File: src/rtl/tgp_pkg.sv
// Shared widths, codes and types of the trilinear prolongation core.
`timescale 1ns / 1ps
`default_nettype none
package tgp_pkg;

   localparam int CELL_W       = 7;
   localparam int DATA_W       = 32;
   localparam int SUM_W        = DATA_W + 3;
   localparam int CSR_AW       = 4;
   localparam int CSR_DW       = 32;
   localparam int RSP_FIELDS_W = 3 * CELL_W + 8 * DATA_W;
   localparam int RSP_DATA_W   = ((RSP_FIELDS_W + 7) / 8) * 8;

   localparam int MAX_CELLS_I_DEF = 64;
   localparam int MAX_CELLS_J_DEF = 64;
   localparam int MAX_CELLS_K_DEF = 64;

   // upper clamp for cells_i; only the j/k extents size any storage
   localparam int MAX_CELLS_I = MAX_CELLS_I_DEF;

   typedef enum logic [1:0] {
      CSR_CELLS_I = 2'd0,
      CSR_CELLS_J = 2'd1,
      CSR_CELLS_K = 2'd2
   } csr_index_type;

   typedef logic signed [DATA_W-1:0] value_type;

   typedef struct packed {
      logic [CELL_W-1:0] i;
      logic [CELL_W-1:0] j;
      logic [CELL_W-1:0] k;
   } cells_type;

   typedef struct packed {
      logic [CELL_W-1:0] i;
      logic [CELL_W-1:0] j;
      logic [CELL_W-1:0] k;
      logic              emit;
      logic              last;
   } pos_type;

   // neighbors of one coarse point: 0 = this index, m = index minus one (order i,j,k)
   typedef struct packed {
      value_type c000;
      value_type c00m;
      value_type c0m0;
      value_type c0mm;
      value_type cm00;
      value_type cm0m;
      value_type cmm0;
      value_type cmmm;
   } taps_type;

   typedef struct packed {
      value_type same;
      value_type mid_k;
      value_type mid_j;
      value_type mid_i;
      value_type face_jk;
      value_type face_ik;
      value_type face_ij;
      value_type center;
   } fine_type;

endpackage
`default_nettype wire

File: src/rtl/tgp_mean.sv
// Two-, four- and eight-point means with floor rounding.
`timescale 1ns / 1ps
`default_nettype none
module tgp_mean (
   input  tgp_pkg::taps_type taps,
   output tgp_pkg::fine_type fine
);
   import tgp_pkg::*;

   logic signed [SUM_W-1:0] s_000, s_00m, s_0m0, s_0mm, s_m00, s_m0m, s_mm0, s_mmm;
   logic signed [SUM_W-1:0] pair_k, pair_j, pair_i, pair_jm, pair_im, pair_mm;
   logic signed [SUM_W-1:0] quad_jk, quad_ik, quad_ij, oct;
   logic signed [SUM_W-1:0] sh_k, sh_j, sh_i, sh_jk, sh_ik, sh_ij, sh_c;

   function automatic logic signed [SUM_W-1:0] ext(input value_type x);
      return {{(SUM_W - DATA_W){x[DATA_W-1]}}, x};
   endfunction

   always_comb begin
      s_000 = ext(taps.c000);
      s_00m = ext(taps.c00m);
      s_0m0 = ext(taps.c0m0);
      s_0mm = ext(taps.c0mm);
      s_m00 = ext(taps.cm00);
      s_m0m = ext(taps.cm0m);
      s_mm0 = ext(taps.cmm0);
      s_mmm = ext(taps.cmmm);

      pair_k  = s_000 + s_00m;
      pair_j  = s_000 + s_0m0;
      pair_i  = s_000 + s_m00;
      pair_jm = s_0m0 + s_0mm;
      pair_im = s_m00 + s_m0m;
      pair_mm = s_mm0 + s_mmm;

      quad_jk = pair_k + pair_jm;
      quad_ik = pair_k + pair_im;
      quad_ij = pair_j + (s_m00 + s_mm0);
      oct     = quad_jk + pair_im + pair_mm;

      sh_k  = pair_k >>> 1;
      sh_j  = pair_j >>> 1;
      sh_i  = pair_i >>> 1;
      sh_jk = quad_jk >>> 2;
      sh_ik = quad_ik >>> 2;
      sh_ij = quad_ij >>> 2;
      sh_c  = oct >>> 3;

      fine.same    = taps.c000;
      fine.mid_k   = sh_k[DATA_W-1:0];
      fine.mid_j   = sh_j[DATA_W-1:0];
      fine.mid_i   = sh_i[DATA_W-1:0];
      fine.face_jk = sh_jk[DATA_W-1:0];
      fine.face_ik = sh_ik[DATA_W-1:0];
      fine.face_ij = sh_ij[DATA_W-1:0];
      fine.center  = sh_c[DATA_W-1:0];
   end

endmodule
`default_nettype wire

File: config.mk
export PLATFORM = sky130hd
export DESIGN_NAME = tgp_mean
export DESIGN_NICKNAME = d
export VERILOG_FILES = /design/src/rtl/tgp_pkg.sv /design/src/rtl/tgp_mean.sv
export SDC_FILE = /design/constraint.sdc
export NUM_CORES = 1
export LEC_CHECK = 0
export BUFFER_PORTS_ARGS = -buffer_cell sky130_fd_sc_hd__buf_2
export CORE_ASPECT_RATIO = 1.25
export CORE_UTILIZATION = 30
export DETAILED_ROUTE_END_ITERATION = 10
export GPL_ROUTABILITY_DRIVEN = 0
export GPL_TIMING_DRIVEN = 0
export SYNTH_ARGS = -nofsm -noshare
export SYNTH_HDL_FRONTEND = slang
export SYNTH_SLANG_ARGS = --single-unit
File: constraint.sdc
create_clock -name vclk -period 14
set_input_delay 1.4 -clock vclk [all_inputs]
set_output_delay 1.4 -clock vclk [all_outputs]
set_load 0.02 [all_outputs]
==> results.txt <==
post-synthesis cell count: 2,213
status: complete, no violations
number of nets still failing antenna checks after routing: 0
adder-cell share of the synthesized area: 35.5%
final setup TNS: 0 ns
die height: 266 µm
Max Cap Violations: 0
XOR/XNOR Fraction of Synth Area: 11.9%
worst-path maximum fanout: 8
Leak: 10.8 nW
Data arrival, critical path: 9.87 ns
Core Area: 55,000 µm²
met1 usage in global routing: 26.4%
vias in the first global route: 17,000
M2 GR Usage: 46.4%
VDD IR max: 0.000486 V
Die X: 213 µm
syn nets: 2,861
sequential fraction of the synthesis area: 0%
nets@finish: 3,375
share of cells above drive strength 1: 21.0%
Vias/cell: 5.19
Site Rows: 96
Post-Synth Simple-Gate Area: 14.8%
Global Route met3 Usage: 6.34%
port bufs: 512
register area: 0 µm²
Tcrit/Tclk final: 80.5%
final hold vios: 0
Slowest cell on crit path: a2111oi_0
PD cells: 257 nW/µm²
CP peak stage delay: 0.71 ns
clock buffers: 0
post-CTS sizing: 0
fin area: 20,300 µm²
Slew HR: 47.1%
Tot GR Track Use: 25.8%
kind of end point of the critical path: output port
Cell variety after synth: 74
WL final: 76,600 µm
largest family of logic cells by synthesized area: adder cells
fmax: 88.8 MHz
crit path launch type: input pin
initial antenna violation count: 40
Post-DP Area: 20,200 µm²
First DRT Iteration DRCs: 1,084
Period minus WS final: 11.27 ns
Fillers: 6,116
Required @ worst endpoint: 12.60 ns
FFs & Latches: 0
detailed placer's ending HPWL: 69,800 µm
grt peak-use layer: met2
final core occ: 36.9%
compound-gate portion of the synthesized area: 28.4%
hold bufs inserted after CTS: 0
hold_ws: 3.19 ns
Slew Limit Fails: 0
Die ar.: 56,700 µm²
DRC viols: 0
Vias: 18,100
Worst-Margin Slew: 0.774 ns
Min-Delay Path Class: in -> out
global-route wire length before repair: 107,000 µm
Post-CTS Setup Inserts: 0
CP most frequent cell: a21oi_1
Detailed Routing Iterations Pass 1: 5
RSZ-0062 raised after global routing: false
multiplexer area fraction after synthesis: 0.194%
post-DR wirelength/cell: 22.0 µm
Final Power: 5.21 mW
Starting Density: 30.4%
gr ovfl total: 0
yosys warns: 0
Crit Path Class: in -> out
largest net degree at the start of global routing: 11
Multi-input gate area: 15,200 µm²
endpoints failing setup: 0
area delta synth->final: 21.2%
total I/O pin count: 512
Synth Cell Area: 16,700 µm²
Mean Syn Cell Area: 7.56 µm²
-- critical path, delay by kind of cell --
kind | cells | cell delay, ns
and+or+nand+nor | 3 | 0.42
buffers and inverters | 3 | 0.62
AOI/OAI and AO/OA | 14 | 4.43
adders and majority gates | 6 | 2.21
xor gates and xnor gates | 3 | 0.80
-- power by group --
part	switching, mW	internal (mW)	leakage (nW)
Clock	0	0.000000269	0.000177
Combinational	3.26	1.95	10.8
Sequential	0	0	0
Total	3.26	1.95	10.8
-- synthesized netlist by cell type, types with 14 or more instances --
cell,number,area (µm²)
o21ai_0,104,521
inv_1,315,1180
a31oi_1,24,150
ha_1,255,3190
xnor2_1,152,1330
a21oi_1,204,1020
clkbuf_1,35,131
and2_1,14,87.6
buf_4,32,240
and3_1,20,125
nand4_1,24,150
nand3_1,40,200
nand2_1,97,364
nor3_1,30,150
a211oi_1,23,173
nand2b_1,33,206
nor2b_1,41,257
o21a_1,47,353
xor2_1,75,657
nor2_1,145,544
fa_1,137,2740
a21o_1,148,1110
o21bai_1,31,233
-- path summary, 6_finish.rpt --
check	cells after the start	startpoint	endpoint	slack, ns
max	29	taps[224]	fine[30]	2.73
min	3	taps[254]	fine[254]	3.19
-- metal layers --
layer	share of wire, %	wire length [µm]
met1	35	27000
met2	49	37300
met3	8.4	6470
met4	7.4	5670
met5	0.17	134
-- cells by family (layout without fill, tap and decap cells) --
logic type,after synthesis,count (layout)
and+or+nand+nor,496,496
adders and majority gates,392,392
other,0,28
muxes,3,3
AOI/OAI and AO/OA,713,713
xor gates and xnor gates,227,227
buffers and inverters,382,894
-- final cells by class --
| class | count | area share [%] |
|---|---|---|
| Antenna cell | 28 | 0.345 |
| Tap cell | 735 | 4.53 |
| Multi-Input combinational cell | 1831 | 74.8 |
| Buffer | 67 | 1.83 |
| Timing Repair Buffer | 512 | 12.6 |
| Inverter | 315 | 5.83 |
-- through the flow --
step | worst slack (ns) | instances
6_report | 2.73 | 3488
5_1_grt | 1.85 | 3471
4_1_cts | 2.67 | 3460
3_5_place_dp | 2.71 | 3460
3_3_place_gp | 2.77 | 3460
2_1_floorplan | 3.72 | 2213
-- placed cells by master, fill, tap and decap left out, types with 12 or more instances in the layout --
cell | netlist | layout
buf_2 | 0 | 512
inv_1 | 315 | 315
ha_1 | 255 | 255
a21oi_1 | 204 | 204
xnor2_1 | 152 | 152
a21o_1 | 148 | 148
nor2_1 | 145 | 145
fa_1 | 137 | 137
o21ai_0 | 104 | 104
nand2_1 | 97 | 97
xor2_1 | 75 | 75
o21a_1 | 47 | 47
nor2b_1 | 41 | 41
nand3_1 | 40 | 40
clkbuf_1 | 35 | 35
nand2b_1 | 33 | 33
buf_4 | 32 | 32
o21bai_1 | 31 | 31
nor3_1 | 30 | 30
diode_2 | 0 | 28
nand4_1 | 24 | 24
a31oi_1 | 24 | 24
a211oi_1 | 23 | 23
and3_1 | 20 | 20
and2_1 | 14 | 14
and4_1 | 12 | 12
Power figures use the tool's default switching activity.
