$ cat src/rtl/tgp_pkg.sv
// Shared widths, codes and types of the trilinear prolongation core.
`timescale 1ns / 1ps
`default_nettype none
package tgp_pkg;

   localparam int CELL_W       = 7;
   localparam int DATA_W       = 32;
   localparam int SUM_W        = DATA_W + 3;
   localparam int CSR_AW       = 4;
   localparam int CSR_DW       = 32;
   localparam int RSP_FIELDS_W = 3 * CELL_W + 8 * DATA_W;
   localparam int RSP_DATA_W   = ((RSP_FIELDS_W + 7) / 8) * 8;

   localparam int MAX_CELLS_I_DEF = 64;
   localparam int MAX_CELLS_J_DEF = 64;
   localparam int MAX_CELLS_K_DEF = 64;

   // upper clamp for cells_i; only the j/k extents size any storage
   localparam int MAX_CELLS_I = MAX_CELLS_I_DEF;

   typedef enum logic [1:0] {
      CSR_CELLS_I = 2'd0,
      CSR_CELLS_J = 2'd1,
      CSR_CELLS_K = 2'd2
   } csr_index_type;

   typedef logic signed [DATA_W-1:0] value_type;

   typedef struct packed {
      logic [CELL_W-1:0] i;
      logic [CELL_W-1:0] j;
      logic [CELL_W-1:0] k;
   } cells_type;

   typedef struct packed {
      logic [CELL_W-1:0] i;
      logic [CELL_W-1:0] j;
      logic [CELL_W-1:0] k;
      logic              emit;
      logic              last;
   } pos_type;

   // neighbors of one coarse point: 0 = this index, m = index minus one (order i,j,k)
   typedef struct packed {
      value_type c000;
      value_type c00m;
      value_type c0m0;
      value_type c0mm;
      value_type cm00;
      value_type cm0m;
      value_type cmm0;
      value_type cmmm;
   } taps_type;

   typedef struct packed {
      value_type same;
      value_type mid_k;
      value_type mid_j;
      value_type mid_i;
      value_type face_jk;
      value_type face_ik;
      value_type face_ij;
      value_type center;
   } fine_type;

endpackage
`default_nettype wire

$ cat src/rtl/tgp_scan.sv
// Raster position counters and delay-store addresses for each request.
`timescale 1ns / 1ps
`default_nettype none
module tgp_scan #(
   parameter int MAX_CELLS_J = tgp_pkg::MAX_CELLS_J_DEF,
   parameter int MAX_CELLS_K = tgp_pkg::MAX_CELLS_K_DEF
) (
   input  logic                       clock,
   input  logic                       reset,
   input  logic                       accept,
   input  logic                       restart,
   input  tgp_pkg::cells_type         cells,
   output tgp_pkg::pos_type           pos,
   output logic [$clog2((MAX_CELLS_J + 1) * (MAX_CELLS_K + 1))-1:0] plane_addr,
   output logic [$clog2(MAX_CELLS_K + 1)-1:0] row_addr
);
   import tgp_pkg::*;

   localparam int ROW_LEN     = MAX_CELLS_K + 1;
   localparam int PLANE_DEPTH = (MAX_CELLS_J + 1) * ROW_LEN;
   localparam int PLANE_AW    = $clog2(PLANE_DEPTH);
   localparam int ROW_AW      = $clog2(ROW_LEN);

   logic [CELL_W-1:0] pos_i_ff, pos_i_in;
   logic [CELL_W-1:0] pos_j_ff, pos_j_in;
   logic [CELL_W-1:0] pos_k_ff, pos_k_in;
   logic [CELL_W-1:0] cur_i, cur_j, cur_k;
   logic              out_of_range;
   logic              i_wrap, j_wrap, k_wrap;

   always_comb begin
      // extents may have shrunk under a stale position: start over
      out_of_range = (pos_i_ff > cells.i) || (pos_j_ff > cells.j) || (pos_k_ff > cells.k);
      cur_i = out_of_range ? '0 : pos_i_ff;
      cur_j = out_of_range ? '0 : pos_j_ff;
      cur_k = out_of_range ? '0 : pos_k_ff;

      i_wrap = (cur_i == cells.i);
      j_wrap = (cur_j == cells.j);
      k_wrap = (cur_k == cells.k);

      pos.i    = cur_i;
      pos.j    = cur_j;
      pos.k    = cur_k;
      pos.emit = (cur_i != '0) && (cur_j != '0) && (cur_k != '0);
      pos.last = i_wrap && j_wrap && k_wrap;

      plane_addr = PLANE_AW'(int'(cur_j) * ROW_LEN + int'(cur_k));
      row_addr   = ROW_AW'(cur_k);

      pos_k_in = k_wrap ? '0 : cur_k + CELL_W'(1);
      pos_j_in = cur_j;
      pos_i_in = cur_i;
      if (k_wrap) begin
         pos_j_in = j_wrap ? '0 : cur_j + CELL_W'(1);
         if (j_wrap) begin
            pos_i_in = i_wrap ? '0 : cur_i + CELL_W'(1);
         end
      end
   end

   always_ff @(posedge clock) begin
      if (reset || restart) begin
         pos_i_ff <= '0;
         pos_j_ff <= '0;
         pos_k_ff <= '0;
      end else if (accept) begin
         pos_i_ff <= pos_i_in;
         pos_j_ff <= pos_j_in;
         pos_k_ff <= pos_k_in;
      end
   end

endmodule
`default_nettype wire

$ cat config.mk
export PLATFORM = sky130hd
export DESIGN_NAME = tgp_scan
export DESIGN_NICKNAME = d
export VERILOG_FILES = /design/src/rtl/tgp_pkg.sv /design/src/rtl/tgp_scan.sv
export SDC_FILE = /design/constraint.sdc
export NUM_CORES = 1
export LEC_CHECK = 0
export ABC_AREA = 1
export BUFFER_PORTS_ARGS = -buffer_cell sky130_fd_sc_hd__buf_2
export CAP_MARGIN = 20
export CORE_ASPECT_RATIO = 0.6
export CORE_MARGIN = 3
export CORE_UTILIZATION = 45
export CTS_CLUSTER_SIZE = 12
export DETAILED_ROUTE_END_ITERATION = 8
export PLACE_DENSITY_LB_ADDON = 0.1
export SLEW_MARGIN = 20
export SYNTH_ARGS = -nofsm -noshare
export SYNTH_HDL_FRONTEND = slang
export SYNTH_SLANG_ARGS = --single-unit
export TNS_END_PERCENT = 20
$ cat constraint.sdc
create_clock -name clock -period 4.6 [get_ports clock]
set_input_delay 0.23 -clock clock [delete_from_list [all_inputs] [get_ports clock]]
set_output_delay 0.23 -clock clock [all_outputs]
set_load 0.05 [all_outputs]
==> reports/metrics.cfg <==
[job]
drv_cap = 0

[floorplan]
fp.dieW_um = 112
num_rows = 22
ios = 68
die_h_um = 69.6
core_area_mm2 = 0.00630
start_util_pct = 48.1
dieArea_mm2 = 0.00779

[sta]
clock_skew_ns = 0.00754
tightestPinTransition_ns = 0.711
drv_slew = 0
max_freq_ghz = 0.232
period_needed_ns = 4.31
rsz0062_at_grt = false
fin_hold_ws_ns = 0.306
setup_viol = 0
timing.final.crit_share_pct = 93.7
finalHoldViolations = 0
slew_headroom_pct = 52.5

[power]
total_power_uw = 386
switchingPower_uw = 115
switching_share_pct = 29.8
pwr-share-seq_pct = 47.4
pwr-share-clk_pct = 31.9
p_leak_nw = 2.11
max-vdd-ir-drop_uv = 152
p_int_uw = 271
powerDensity_mw_per_mm2 = 106
p_comb_share_pct = 20.7

[clock_tree]
clockRootBuffer = clkbuf_8
clock_sinks = 21
cts_setup_buffers = 0
clk_latency_ns = 0.26
clk_path_buf_depth = 2
htreeDepth = 1
clk_pin_slew_worst_paths_ns = 0.08
cts_hold_buf = 0
cts_tree = built
cts_buffers = 3

[critical_path]
path_class = flip-flop to output pin
start_kind = flip-flop
crit_arrival_ns = 4.08
cp_max_fo = 12
reg2reg_depth = 19
timing.rr.start = pos_k_ff[3]
crit_path_end = plane_addr[12]
r2r_setup_slack_ns = 1.32
required_ns = 4.37
timing.rr.end = pos_i_ff[2]
critPathLaunch = pos_k_ff[3]
cp-end-kind = output pin

[synthesis]
syn_nets = 559
yosysSeqAreaShare_pct = 13.9
syn_avg_cell_area_um2 = 6.25
synth_seq_cells = 21
yosysUniqueCellTypes = 36
yosysWarnings = 0
synthesis.area_mm2 = 0.00303
syn_inst = 485

[placed_design]
port_buffers = 67
place.gp.congestion = 0.936
dp_hpwl_mm = 7.51

[route]
vias_per_cell = 5.18
first_pass_iters = 5
wl_per_cell_um = 14.2
vias = 3348
route.detailed.drc = 0
routed_wl_mm = 9.16
ant_nets = 0
drt-initial-drc-count = 233

[status]
status = finished clean

[grt]
grt_max_degree = 22
grt.overflow.total = 0
antenna_found_initial = 0
grt_first_pass_wirelength_mm = 14.6
grt_pass1_vias = 3021
track_usage_pct = 22.8

[final_layout]
diodes = 0
multi_input_area_mm2 = 0.00228
nNetsFinal = 637
area_delta_synth_final_pct = 19.9
drive_gt1_share_pct = 24.6
n_fill_cell = 635
seqCellArea_um2 = 425

[hold_path]
hp-class = primary input to flip-flop

worst min path at each step:
stage,start,endpoint,slack (ns),cells after the start
2_1_floorplan,accept,pos_j_ff[5],0.37,2
3_3_place_gp,pos_i_ff[4],pos_i_ff[4],0.48,2
3_5_place_dp,pos_k_ff[0],pos_k_ff[0],0.48,2
4_1_cts,accept,pos_j_ff[6],0.30,3
5_1_grt,accept,pos_j_ff[6],0.30,3
6_report,accept,pos_j_ff[6],0.31,3
layout make-up:
class | instances | share of cell area, %
Tap cell | 84 | 2.89
Multi-Input combinational cell | 379 | 62.8
Sequential cell | 21 | 11.7
Timing Repair Buffer | 88 | 14.1
Inverter | 70 | 7.23
Clock buffer | 4 | 1.24
power by group through the flow:
stage / Clock, mW / Sequential, mW / Combinational [mW]
floorplan: 0 / 0.187 / 0.0520
global placement: 0 / 0.187 / 0.0771
detailed placement: 0 / 0.187 / 0.0781
CTS: 0.125 / 0.183 / 0.0788
global route: 0.131 / 0.183 / 0.0893
finish: 0.123 / 0.183 / 0.0798
state kept, by name, indices dropped and copies added, names as in the netlist:
| signal | flops |
|---|---|
| pos_j_ff | 7 |
| pos_k_ff | 7 |
| pos_i_ff | 7 |
critical path, cell delays in order (launching register included):
cell	delay (ns)
dfxtp_1	0.39
ha_1	0.31
nand2_1	0.06
nor2_2	0.12
nand4_2	0.12
nand2_4	0.15
nand3_4	0.15
buf_8	0.19
nor2_4	0.12
ha_1	0.25
ha_1	0.29
ha_1	0.29
ha_1	0.35
a21oi_1	0.19
o21bai_2	0.09
a21oi_1	0.13
nor2_1	0.08
buf_4	0.14
a31oi_2	0.19
buf_6	0.18
cells in the final DEF (no fill, tap or decap), types with 5 or more instances in the layout:
cell     netlist  routed
a21oi_1       34      33
ha_1          47      47
nand2_4        2       5
nor3_1         6       5
buf_4          8      21
dfxtp_1       21      17
nor2_4         4       5
nor2_1        37      36
nor2_2        10      10
nand2_2       10       7
buf_2          0      64
nand4_1       12      12
inv_1         65      64
nand3_1       31      31
xor2_1        11      11
o21ai_0        8       6
nand2_1      145     145
inv_2          4       5
Yosys cell counts:
| library cell | count | share of area (%) |
|---|---|---|
| a21o_1 | 1 | 0.25 |
| a21oi_1 | 34 | 5.6 |
| a22oi_1 | 1 | 0.25 |
| a311oi_1 | 1 | 0.29 |
| a31oi_1 | 1 | 0.21 |
| and2_1 | 1 | 0.21 |
| buf_4 | 8 | 2.0 |
| buf_6 | 3 | 1.1 |
| clkbuf_1 | 4 | 0.50 |
| clkinv_1 | 1 | 0.12 |
| dfxtp_1 | 21 | 14 |
| fa_1 | 2 | 1.3 |
| ha_1 | 47 | 19 |
| inv_1 | 65 | 8.1 |
| inv_2 | 4 | 0.50 |
| nand2_1 | 145 | 18 |
| nand2_2 | 10 | 2.1 |
| nand2_4 | 2 | 0.74 |
| nand3_1 | 31 | 5.1 |
| nand3_2 | 1 | 0.33 |
| nand3_4 | 1 | 0.58 |
| nand3b_1 | 2 | 0.50 |
| nand4_1 | 12 | 2.5 |
| nand4_2 | 1 | 0.41 |
| nor2_1 | 37 | 4.6 |
| nor2_2 | 10 | 2.1 |
| nor2_4 | 4 | 1.5 |
| nor2_8 | 1 | 0.66 |
| nor3_1 | 6 | 0.99 |
| nor4_1 | 2 | 0.41 |
| o21ai_0 | 8 | 1.3 |
| o21ai_1 | 3 | 0.50 |
| o21bai_1 | 1 | 0.25 |
| or2_2 | 2 | 0.41 |
| xnor2_1 | 1 | 0.29 |
| xor2_1 | 11 | 3.2 |
cells by family after synthesis:
logic type | after synthesis | synth area share (%)
AO/OA/AOI/OAI | 50 | 8.67
flip-flops | 21 | 13.9
AND/OR/NAND/NOR | 268 | 41.0
adder cells (fa/ha/maj) | 49 | 20.7
XOR/XNOR | 12 | 3.47
buffers and inverters | 85 | 12.3
timing repair:
action | 4_1_cts | 5_1_grt
endpoints found under the setup margin | 0 | 4
gates resized for setup | 0 | 24
hold endpoints to repair | 0 | 0
through the flow:
step,utilization (%),worst slack [ns],instance area [um^2],setup TNS [ns],instances
floorplan,-,-0.126,3040,-0.126,485
global route,57.6,0.000440,3630,0,646
global placement,55.9,0.318,3530,0,642
finish,57.6,0.291,3630,0,646
CTS,56.6,0.0117,3570,0,646
detailed placement,55.9,0.281,3530,0,642
metal layers:
metal	global-route usage, %	up-vias	wire length, um
met2	33.9	126	3710
met5	0	-	0
met1	34.9	1509	4630
li1	-	1707	-
met3	4.71	6	778
met4	2.27	0	45
Note: power is estimated with default switching activity, not from simulation.
