$ cat src/rtl/tgp_pkg.sv
// Shared widths, codes and types of the trilinear prolongation core.
`timescale 1ns / 1ps
`default_nettype none
package tgp_pkg;

   localparam int CELL_W       = 7;
   localparam int DATA_W       = 32;
   localparam int SUM_W        = DATA_W + 3;
   localparam int CSR_AW       = 4;
   localparam int CSR_DW       = 32;
   localparam int RSP_FIELDS_W = 3 * CELL_W + 8 * DATA_W;
   localparam int RSP_DATA_W   = ((RSP_FIELDS_W + 7) / 8) * 8;

   localparam int MAX_CELLS_I_DEF = 64;
   localparam int MAX_CELLS_J_DEF = 64;
   localparam int MAX_CELLS_K_DEF = 64;

   // upper clamp for cells_i; only the j/k extents size any storage
   localparam int MAX_CELLS_I = MAX_CELLS_I_DEF;

   typedef enum logic [1:0] {
      CSR_CELLS_I = 2'd0,
      CSR_CELLS_J = 2'd1,
      CSR_CELLS_K = 2'd2
   } csr_index_type;

   typedef logic signed [DATA_W-1:0] value_type;

   typedef struct packed {
      logic [CELL_W-1:0] i;
      logic [CELL_W-1:0] j;
      logic [CELL_W-1:0] k;
   } cells_type;

   typedef struct packed {
      logic [CELL_W-1:0] i;
      logic [CELL_W-1:0] j;
      logic [CELL_W-1:0] k;
      logic              emit;
      logic              last;
   } pos_type;

   // neighbors of one coarse point: 0 = this index, m = index minus one (order i,j,k)
   typedef struct packed {
      value_type c000;
      value_type c00m;
      value_type c0m0;
      value_type c0mm;
      value_type cm00;
      value_type cm0m;
      value_type cmm0;
      value_type cmmm;
   } taps_type;

   typedef struct packed {
      value_type same;
      value_type mid_k;
      value_type mid_j;
      value_type mid_i;
      value_type face_jk;
      value_type face_ik;
      value_type face_ij;
      value_type center;
   } fine_type;

endpackage
`default_nettype wire

$ cat src/rtl/tgp_csr.sv
// Configuration registers (grid extents) behind the APB-style port.
`timescale 1ns / 1ps
`default_nettype none
module tgp_csr #(
   parameter int MAX_CELLS_J = tgp_pkg::MAX_CELLS_J_DEF,
   parameter int MAX_CELLS_K = tgp_pkg::MAX_CELLS_K_DEF
) (
   input  logic                        clock,
   input  logic                        reset,
   input  logic                        psel,
   input  logic                        penable,
   input  logic                        pwrite,
   input  logic [tgp_pkg::CSR_AW-1:0]  paddr,
   input  logic [tgp_pkg::CSR_DW-1:0]  pwdata,
   output logic [tgp_pkg::CSR_DW-1:0]  prdata,
   output logic                        pready,
   output tgp_pkg::cells_type          cells,
   output logic                        restart
);
   import tgp_pkg::*;

   logic [CELL_W-1:0] cells_i_ff, cells_i_in;
   logic [CELL_W-1:0] cells_j_ff, cells_j_in;
   logic [CELL_W-1:0] cells_k_ff, cells_k_in;
   logic              wr_en;
   csr_index_type     index;

   function automatic logic [CELL_W-1:0] clamp_cells(input logic [CELL_W-1:0] r,
                                                     input int maxv);
      logic [CELL_W-1:0] res;
      if (r == '0) begin
         res = CELL_W'(1);
      end else if (int'(r) > maxv) begin
         res = CELL_W'(maxv);
      end else begin
         res = r;
      end
      return res;
   endfunction

   assign pready = 1'b1;
   assign wr_en  = psel && penable && pwrite;
   assign index  = csr_index_type'(paddr[CSR_AW-1:2]);

   always_comb begin
      cells_i_in = cells_i_ff;
      cells_j_in = cells_j_ff;
      cells_k_in = cells_k_ff;
      restart    = 1'b0;
      prdata     = '0;
      case (index)
         CSR_CELLS_I: begin
            prdata = CSR_DW'(cells_i_ff);
            if (wr_en) begin
               cells_i_in = pwdata[CELL_W-1:0];
               restart    = 1'b1;
            end
         end
         CSR_CELLS_J: begin
            prdata = CSR_DW'(cells_j_ff);
            if (wr_en) begin
               cells_j_in = pwdata[CELL_W-1:0];
               restart    = 1'b1;
            end
         end
         CSR_CELLS_K: begin
            prdata = CSR_DW'(cells_k_ff);
            if (wr_en) begin
               cells_k_in = pwdata[CELL_W-1:0];
               restart    = 1'b1;
            end
         end
         default: begin
            prdata = '0;
         end
      endcase
   end

   always_ff @(posedge clock) begin
      if (reset) begin
         cells_i_ff <= CELL_W'(1);
         cells_j_ff <= CELL_W'(1);
         cells_k_ff <= CELL_W'(1);
      end else begin
         cells_i_ff <= cells_i_in;
         cells_j_ff <= cells_j_in;
         cells_k_ff <= cells_k_in;
      end
   end

   assign cells.i = clamp_cells(cells_i_ff, MAX_CELLS_I);
   assign cells.j = clamp_cells(cells_j_ff, MAX_CELLS_J);
   assign cells.k = clamp_cells(cells_k_ff, MAX_CELLS_K);

endmodule
`default_nettype wire

$ cat config.mk
export PLATFORM = sky130hd
export DESIGN_NAME = tgp_csr
export DESIGN_NICKNAME = d
export VERILOG_FILES = /design/src/rtl/tgp_pkg.sv /design/src/rtl/tgp_csr.sv
export SDC_FILE = /design/constraint.sdc
export NUM_CORES = 1
export LEC_CHECK = 0
export ABC_AREA = 1
export BUFFER_PORTS_ARGS = -buffer_cell sky130_fd_sc_hd__buf_2
export CORE_MARGIN = 2
export CORE_UTILIZATION = 38
export CTS_CLUSTER_DIAMETER = 60
export CTS_CLUSTER_SIZE = 24
export DETAILED_ROUTE_END_ITERATION = 10
export GPL_ROUTABILITY_DRIVEN = 0
export PLACE_DENSITY = 0.76
export SLEW_MARGIN = 10
export SYNTH_ARGS = -nofsm -noshare
export SYNTH_HDL_FRONTEND = slang
export SYNTH_SLANG_ARGS = --single-unit
$ cat constraint.sdc
create_clock -name clock -period 1.1 [get_ports clock]
set_input_delay 0.33 -clock clock [delete_from_list [all_inputs] [get_ports clock]]
set_output_delay 0.33 -clock clock [all_outputs]
set_load 0.05 [all_outputs]
==> results of run 1 <==
-- final timing paths --
kind / from / endpoint / slack (ns) / cells past startpoint
setup reg to reg: cells_k_ff[2] / cells_k_ff[2] / 0.16 / 5
hold reg to reg: cells_j_ff[1] / cells_j_ff[1] / 0.52 / 2
setup / recovery: cells_j_ff[5] / cells[11] / -0.46 / 6
hold / removal: pwdata[0] / cells_j_ff[0] / 0.35 / 3
-- cells in the mapped netlist (3+ instances only) --
cell type  count  share of area [%]
inv_1         27                6.8
nor2_1        60                 15
o21ai_0        3                1.0
clkbuf_1       4                1.0
nand3_1       27                9.1
nand2_1       49                 12
o211ai_1       6                3.0
dfxtp_1       21                 28
buf_4         28                 14
nor2_4         4                3.0
-- area by class of cell --
cell class | count | area [µm²]
sequential | 21 | 467
inverter | 28 | 153
tap | 48 | 60.1
multi-input combinational | 183 | 1120
clock buffer | 4 | 45.0
fill | 241 | 933
timing repair buffer | 89 | 937
-- routing by layer --
metal / vias up / wire length [µm] / GRT usage (%)
met4: 0 / 154 / 12.0
met5: - / 0 / 0
met2: 102 / 2700 / 39.4
li1: 866 / - / -
met3: 18 / 334 / 3.89
met1: 843 / 2080 / 27.3
-- cells by family after synthesis --
| group | count (synthesis) | share of synthesized area, % |
|---|---|---|
| AOI/OAI and AO/OA | 11 | 4.72 |
| DFF | 21 | 28.3 |
| buffers and inverters | 63 | 24.1 |
| and+or+nand+nor | 146 | 42.3 |
| other | 2 | 0.506 |
-- where the power goes --
group          total, mW  internal (mW)  switching (mW)
sequential         0.787          0.764          0.0236
clock              0.494          0.258           0.236
combinational      0.820          0.271           0.549
-- critical path, stage by stage (launching register included) --
cell,delay [ns]
dfxtp_4,0.37
nor2_2,0.11
nand3_1,0.10
nand2_2,0.09
inv_2,0.07
nor2_4,0.09
buf_8,0.15
-- flip-flops by register name, summed over array words and instances (netlist names) --
register / count
cells_j_ff: 7
cells_i_ff: 7
cells_k_ff: 7
-- timing repair --
item | in CTS | in global routing
buffers inserted | 2 | 10
endpoints found under the setup margin | 37 | 29
pin swaps | 17 | 16
gates resized for setup | 127 | 34
==> qor.txt, run 1 <==
Critical Path Sink Type - output pin
Layout cell share with drive strength beyond 1 - 56.0%
Clock-pin slew on the worst setup and hold paths - 0.07 ns
Total routing resource utilization after global routing - 23.0%
DRC errors left - 0
CP Launch Type - register
Wire length of the first global-routing pass - 7.76 mm
Ant. Diodes - 0
Clock sink count - 21
Worst slack on hold paths - 0.352 ns
Overall via count from detail_route - 1829
Worst Setup Slack, final - -0.463 ns
Setup Crit Path Kind - register to output pin
DP Cell Count - 358
Worst Hold Class - input pin to register
Post-DRT Antenna Nets - 0
Total of buffers placed on input and output ports - 42
Post-DR vias/cell - 4.90
Die H - 66.5 µm
Power density over cell area - 755 nW/µm²
Placed wire-length estimate - 3.33 mm
Flip-flop cell with the highest count after synthesis - dfxtp_1
Die X-Extent - 66.5 µm
Final Net Count - 367
Die Outline Area - 4420 µm²
Post-layout utilization of the core - 74.9%
Area grow syn2layout - 87.5%
Async set-or-reset flop fraction in the synthesized netlist - 0%
Maximum Capacitance Violations - 0
Post-layout instance count excluding filler cells - 373
Cell at the root of the clock tree - clkbuf_8
Worst-Skew Late Latency - 0.25 ns
Commonest cells after routing, fill and taps aside - nor2_1 (36), nand2_1 (32), buf_6 (31), buf_4 (27)
CTS tree - built
Post-placement cell area - 2170 µm²
Final hold violation count - 0
Setup repair after global routing missed its margin - yes
Total wire length after detailed routing - 5.27 mm
Via count of the first global-routing pass - 1707
Post-cts hold buffer count - 0
Peak supply drop - 0.000418 V
Top Ports - 96
Violations in the final reports - negative setup slack
Final slew viol count - 0
Setup tns final - -9.80 ns
Number of warnings reported in the yosys synthesis log - 0
Flops & latches, synth - 21
Number of buffers on the longest clock path - 2
Total number of H-tree levels - 1
Post-synthesis instance area - 1480 µm²
Outcome - finished with violations
Static power due to leakage - 1.21 nW
Final critical-path share of the clock period - 142%
Biggest fanout along the worst timing path - 4
Placement row count - 22
Most common cell after layout, fill and taps aside - nor2_1
Data arrival time of the critical path - 1.23 ns
Starting utilization of the core area - 39.9%
Maximum frequency from static timing analysis - 0.640 GHz
Remaining global-route overflow - 0
Mean instance size in the synthesized netlist - 6.11 µm²
Clock buffer count from CTS - 3
Core Footprint - 3720 µm²
Maximum number of pins on one net before global-route repair - 22
Final clock skew - 0 ns
Number of distinct library cells after synthesis - 19
Synthesized netlist cell count - 243
EDFF count, synth - 0
Post-route design area - 2780 µm²
Number of setup violations in the final report - 29
Worst slack at placement - -0.592 ns
Drt first-iter violations - 138
Period minus WS final - 1.56 ns
Detailed-router iteration count before antenna repair - 4
Share of synthesized area occupied by flip-flops and latches - 28.3%
Required arrival time at the worst endpoint - 0.77 ns
WL per Instance - 14.1 µm
Overall power consumption - 2.10 mW
Number of antenna violations at the first check in global routing - 0
(Power assumes the default switching activity.)
==> run 2: changes to the inputs <==
- PLACE_DENSITY: 0.76 -> unset
- PLACE_DENSITY_LB_ADDON: unset -> 0.12
==> run 2 against run 1 <==
  * The run still ends with negative setup slack left
  * First-iteration DRC count fell by 43%
  * Power is 0.49% higher
  * Critical path depth unchanged
  * Clock-buffer cell count stayed put
  * Final cell count rose by 1.1%
  * Highest routed layer unchanged
==> qor.txt, run 2 (synthesized netlist as in run 1, its figures left out) <==
Outcome - finished with violations
Violations in the final reports - negative setup slack
Final hold violation count - 0 (unchanged)
Cell at the root of the clock tree - clkbuf_8
Kind of cell with the highest combined delay on the critical path - simple AND/OR/NAND/NOR gates
Library cell contributing the largest single delay on the critical path - dfxtp_2
Setup tns final - -9.31 ns (+0.493 ns)
Static power due to leakage - 1.23 nW (+2.0%)
WL per Instance - 13.2 µm (-6.5%)
Post-route design area - 2830 µm² (+1.7%)
Clock sink count - 21 (unchanged)
Post-DR vias/cell - 4.73 (-3.6%)
Drt first-iter violations - 79 (-43%)
Remaining global-route overflow - 0 (unchanged)
Required arrival time at the worst endpoint - 0.77 ns (about the same)
Post-placement cell area - 2170 µm² (-0.23%)
Final critical-path share of the clock period - 141% (-0.89 points)
Overall power consumption - 2.11 mW (+0.49%)
Detailed-router iteration count before antenna repair - 4 (unchanged)
Number of antenna violations at the first check in global routing - 0 (unchanged)
Period minus WS final - 1.55 ns (-0.00978 ns)
Data arrival time of the critical path - 1.22 ns (about the same)
Worst path bufs/invs - 2 (unchanged)
Post-layout utilization of the core - 76.2% (+1.3 points)
Filler instances - 258 (+7.1%)
Biggest fanout along the worst timing path - 3 (-1)
Area grow syn2layout - 90.7%
Total wire length after detailed routing - 4.98 mm (-5.5%)
Overall via count from detail_route - 1782 (-2.6%)
Layout cell share with drive strength beyond 1 - 57.8% (+1.8 points)
CP Launch Type - register
Clock-pin slew on the worst setup and hold paths - 0.08 ns (about the same)
Placed wire-length estimate - 3.36 mm (+1.2%)
Peak supply drop - 0.000450 V (+7.5%)
Wire length of the first global-routing pass - 7.60 mm (-2.1%)
Core Footprint - 3720 µm² (unchanged)
Cell breakdown of the critical path - nor2_2 -> nand3_2 -> nand2_2 -> inv_4 -> nor2_4 -> buf_8
Ant. Diodes - 0 (unchanged)
Critical Path Sink Type - output pin
Worst Setup Slack, final - -0.453 ns (+0.00978 ns)
Most common cell after layout, fill and taps aside - nor2_1
Setup repair after global routing missed its margin - yes
Post-layout instance count excluding filler cells - 377 (+1.1%)
Clock buffer count from CTS - 3 (unchanged)
DRC errors left - 0 (unchanged)
Power density over cell area - 746 nW/µm² (-1.2%)
Post-DRT Antenna Nets - 0 (unchanged)
Total number of H-tree levels - 1 (unchanged)
Total routing resource utilization after global routing - 22.8% (-0.15 points)
Final clock skew - 0 ns (unchanged)
Registers with the most flip-flops - cells_i_ff: 7 flops, cells_j_ff: 7 flops, cells_k_ff: 7 flops
Starting utilization of the core area - 39.9% (unchanged)
Total of buffers placed on input and output ports - 42 (unchanged)
Via count of the first global-routing pass - 1668 (-2.3%)
Commonest cells after routing, fill and taps aside - nor2_1 (36), buf_6 (33), nand2_1 (32), buf_4 (30), nor2_4 (29)
Number of buffers on the longest clock path - 2 (unchanged)
Worst Hold Class - input pin to register
Final slew viol count - 0 (unchanged)
Worst-Skew Late Latency - 0.26 ns (about the same)
Placement row count - 22 (unchanged)
Worst slack at placement - -0.590 ns (+0.00253 ns)
Multi-input gate area - 1150 µm² (+2.2%)
Worst slack on hold paths - 0.351 ns (-0.000323 ns)
Maximum number of pins on one net before global-route repair - 22 (unchanged)
Biggest cell delay along the critical path - 0.35 ns (-0.02 ns)
Seq. cell area - 469 µm² (+0.54%)
Number of setup violations in the final report - 30 (+3.4%)
Maximum frequency from static timing analysis - 0.644 GHz (+0.63%)
Die X-Extent - 66.5 µm (unchanged)
Die H - 66.5 µm (unchanged)
Die Outline Area - 4420 µm² (unchanged)
Final Net Count - 371 (+1.1%)
CTS tree - built
Setup Crit Path Kind - register to output pin
DP Cell Count - 359 (+0.28%)
Top Ports - 96 (unchanged)
Maximum Capacitance Violations - 0 (unchanged)
## run 2: cell types whose count changed in the layout (fill, tap and decap cells not counted), moves of 2 or more
cell / delta
buf_4: +3
buf_6: +2
inv_2: +3
inv_4: -2
nand3_1: -3
nand3_2: +3
nor2_2: -3
nor2_4: +3
## run 2: layer usage
metal / up-vias / wire length, µm / global-route usage (%)
met5: - / 0 / 0
met4: 0 / 98 / 6.89
met3: 8 / 195 / 2.36
met2: 61 / 2610 / 41.6
met1: 836 / 2070 / 28.0
li1: 877 / - / -
## run 2: timing repair
item | CTS | global route
resized for setup | 132 | 35
setup endpoints to repair | 30 | 34
setup buffers | 9 | 7
pin swaps | 30 | 22
hold buffers | 0 | 0
## run 2: tightest hold or removal path, cell delays in order
cell	delay, ns
buf_2	0.12
nand2_1	0.06
nand3_1	0.07
## run 2: worst paths after layout
check,slack (ns),cells past startpoint,start,end
max,-0.45,6,cells_i_ff[4],cells[15]
min,0.35,3,pwdata[0],cells_j_ff[0]
max reg2reg,0.26,4,cells_j_ff[4],cells_j_ff[4]
min reg2reg,0.53,2,cells_j_ff[1],cells_j_ff[1]
## run 2: area by class of cell
class                   instances  share of cell area, %
repair buffers                 93                   34.0
multi-input cells             183                   40.5
well taps                      48                   2.12
inverters                      28                   5.22
clock buffers                   4                   1.59
flip-flops and latches         21                   16.6
## run 2: report_power, final
part / internal (mW) / total, mW / switching, mW / leakage [nW]
Sequential: 0.762 / 0.785 / 0.0238 / 0.180
Clock: 0.258 / 0.502 / 0.245 / 0.0228
Combinational: 0.278 / 0.824 / 0.545 / 1.03
Total: 1.30 / 2.11 / 0.814 / 1.23
==> run 3: changes to the inputs <==
- CORE_UTILIZATION: 38 -> 42
- SKIP_LAST_GASP: unset -> 1
- clock period: 1.1 -> 1.7 ns (I/O delays scaled with it)
==> run 3 against run 2 <==
  * The run still ends with negative setup slack left
  * Combinational power is 45% lower
  * Hold slack improved by 0.11 ns
  * Power is 42% lower
  * Sequential share of layout area increased by 3.5 points
  * Utilization shrank 8.3 points
  * Design area is 19% lower
  * Routed wire length decreased by 19%
  * Sequential power shrank 35%
  * Clock-buffer cell count unchanged
  * Largest cell class unchanged
  * Highest routed layer unchanged
==> qor.txt, run 3 (synthesized netlist as in run 1, its figures left out) <==
Sequential power share - 42.1% (+4.9 points)
Placement row count - 21 (-4.5%)
WL per Instance - 11.3 µm (-14%)
Die X-Extent - 63.4 µm (-4.6%)
Worst-Skew Late Latency - 0.30 ns (+0.04 ns)
Core Footprint - 3360 µm² (-9.5%)
Remaining global-route overflow - 0 (unchanged)
Switching pwr - 0.493 mW (-39%)
Total routing resource utilization after global routing - 20.5% (-2.3 points)
Commonest cells after routing, fill and taps aside - nor2_1 (45), nand2_1 (40), buf_4 (36), conb_1 (26), inv_1 (24)
Peak supply drop - 0.000267 V (-41%)
Cell breakdown of the critical path - buf_12 -> nor2_4 -> buf_6 -> nand2_2 -> o211ai_1 -> buf_4
Clock-pin slew on the worst setup and hold paths - 0.12 ns (+0.04 ns)
Final clock skew - 0 ns (unchanged)
Cell at the root of the clock tree - clkbuf_4
Wire length of the first global-routing pass - 6.62 mm (-13%)
Top Ports - 96 (unchanged)
Worst path bufs/invs - 3 (+1)
Final hold violation count - 0 (unchanged)
DRC errors left - 0 (unchanged)
Overall power consumption - 1.22 mW (-42%)
Met3 wire length - 211 µm (+8.2%)
Worst Hold Class - input pin to register
Critical path startpoint - paddr[2]
Clock buffer count from CTS - 3 (unchanged)
Biggest cell delay along the critical path - 0.24 ns (-0.11 ns)
Total wire length after detailed routing - 4.04 mm (-19%)
Met2 routed wirelength - 1.99 mm (-24%)
Registers with the most flip-flops - cells_i_ff: 7 flops, cells_j_ff: 7 flops, cells_k_ff: 7 flops
Part of the total power dissipated in the clock network - 20.4% (-3.4 points)
Multi-input gate area - 973 µm² (-15%)
Most common cell after layout, fill and taps aside - nor2_1
Seq. cell area - 459 µm² (-2.1%)
Maximum frequency from static timing analysis - 0.547 GHz
Required arrival time at the worst endpoint - 1.19 ns (+0.42 ns)
Setup Crit Path Kind - input pin to output pin
Violations in the final reports - negative setup slack
Post-DRT Antenna Nets - 0 (unchanged)
Met1 layer wirelength in the final routing - 1.81 mm (-13%)
Kind of cell with the highest combined delay on the critical path - buffers and inverters
CTS tree - built
Library cell contributing the largest single delay on the critical path - buf_4
Post-placement cell area - 1790 µm² (-17%)
Biggest fanout along the worst timing path - 5 (+2)
Die H - 63.4 µm (-4.6%)
Maximum number of pins on one net before global-route repair - 22 (unchanged)
Static power due to leakage - 1.07 nW (-13%)
Period minus WS final - 1.83 ns
Logic pwr share - 37.5% (-1.5 points)
Total number of H-tree levels - 1 (unchanged)
Overall via count from detail_route - 1633 (-8.4%)
Net switching fraction of the power - 40.4% (+1.9 points)
Worst Setup Slack, final - -0.127 ns (+0.327 ns)
Final Net Count - 354 (-4.6%)
Maximum Capacitance Violations - 0 (unchanged)
Data arrival time of the critical path - 1.32 ns (+0.10 ns)
Number of buffers on the longest clock path - 2 (unchanged)
Number of antenna violations at the first check in global routing - 0 (unchanged)
Critical Path Sink Type - output pin
Total of buffers placed on input and output ports - 42 (unchanged)
Power density over cell area - 534 nW/µm² (-28%)
Outcome - finished with violations
Final slew viol count - 0 (unchanged)
Via count of the first global-routing pass - 1487 (-11%)
Post-route design area - 2280 µm² (-19%)
Min-delay src - pwdata[0]
Clock sink count - 21 (unchanged)
Ant. Diodes - 0 (unchanged)
Post-DR vias/cell - 4.56 (-3.5%)
CP Launch Type - input pin
Placed wire-length estimate - 2.86 mm (-15%)
Detailed-router iteration count before antenna repair - 4 (unchanged)
Area grow syn2layout - 53.8%
Filler instances - 306 (+19%)
Internal power of the cells - 0.726 mW (-44%)
Launch instance of the worst register-to-register path - cells_k_ff[0]
Worst slack on hold paths - 0.465 ns (+0.114 ns)
Starting utilization of the core area - 44.1% (+4.2 points)
Highest Signal Layer - met4
Drt first-iter violations - 64 (-19%)
Die Outline Area - 4020 µm² (-9.0%)
Number of setup violations in the final report - 15 (-50%)
Setup repair after global routing missed its margin - yes
Final critical-path share of the clock period - 107%
Layout cell share with drive strength beyond 1 - 45.2% (-13 points)
run 3: per-stage QoR:
stage	setup TNS (ns)	worst slack, ns	utilization, %	cells
2_1_floorplan	-1.37	-0.217	-	267
3_3_place_gp	-2.14	-0.309	53.3	333
3_5_place_dp	-2.16	-0.332	53.3	333
4_1_cts	-0.990	-0.104	64.0	355
5_1_grt	-2.05	-0.181	67.9	358
6_report	-1.07	-0.127	67.9	358
run 3: worst paths after layout:
kind | endpoint | slack (ns) | cells past startpoint
worst min-delay path | cells_k_ff[0] | 0.47 | 3
worst min register to register | cells_j_ff[5] | 0.52 | 2
worst max-delay path | prdata[2] | -0.13 | 6
worst max register to register | cells_k_ff[0] | 0.95 | 3
run 3: what timing repair did:
action	in CTS	in global routing
resized for setup	77	34
buffers inserted	17	3
cloned	1	0
pin swaps	14	9
hold buffers	0	0
setup endpoints to repair	19	21
run 3: layer usage:
layer / GRT usage, % / up-vias
li1: - / 831
met1: 27.1 / 750
met2: 35.0 / 50
met3: 2.14 / 2
met4: 6.52 / 0
met5: 0 / -
run 3: final cells by class:
class / instances / area share [%]
repair buffers: 76 / 27.4
multi-input cells: 183 / 42.7
inverters: 28 / 6.14
flip-flops and latches: 21 / 20.1
clock buffers: 4 / 1.15
well taps: 46 / 2.52
run 3: power by group through the flow:
stage                     combinational, mW  clock (mW)  sequential [mW]
after global placement                0.381           0            0.526
after CTS                             0.441       0.249            0.514
after global routing                  0.485       0.270            0.515
final                                 0.457       0.248            0.513
after floorplan                       0.349           0            0.521
after detailed placement              0.382           0            0.526
run 3: worst reg2reg max path: stages, from the launching register on:
cell     delay (ns)
dfxtp_2        0.36
buf_4          0.14
o21ai_0        0.07
nand3_1        0.08
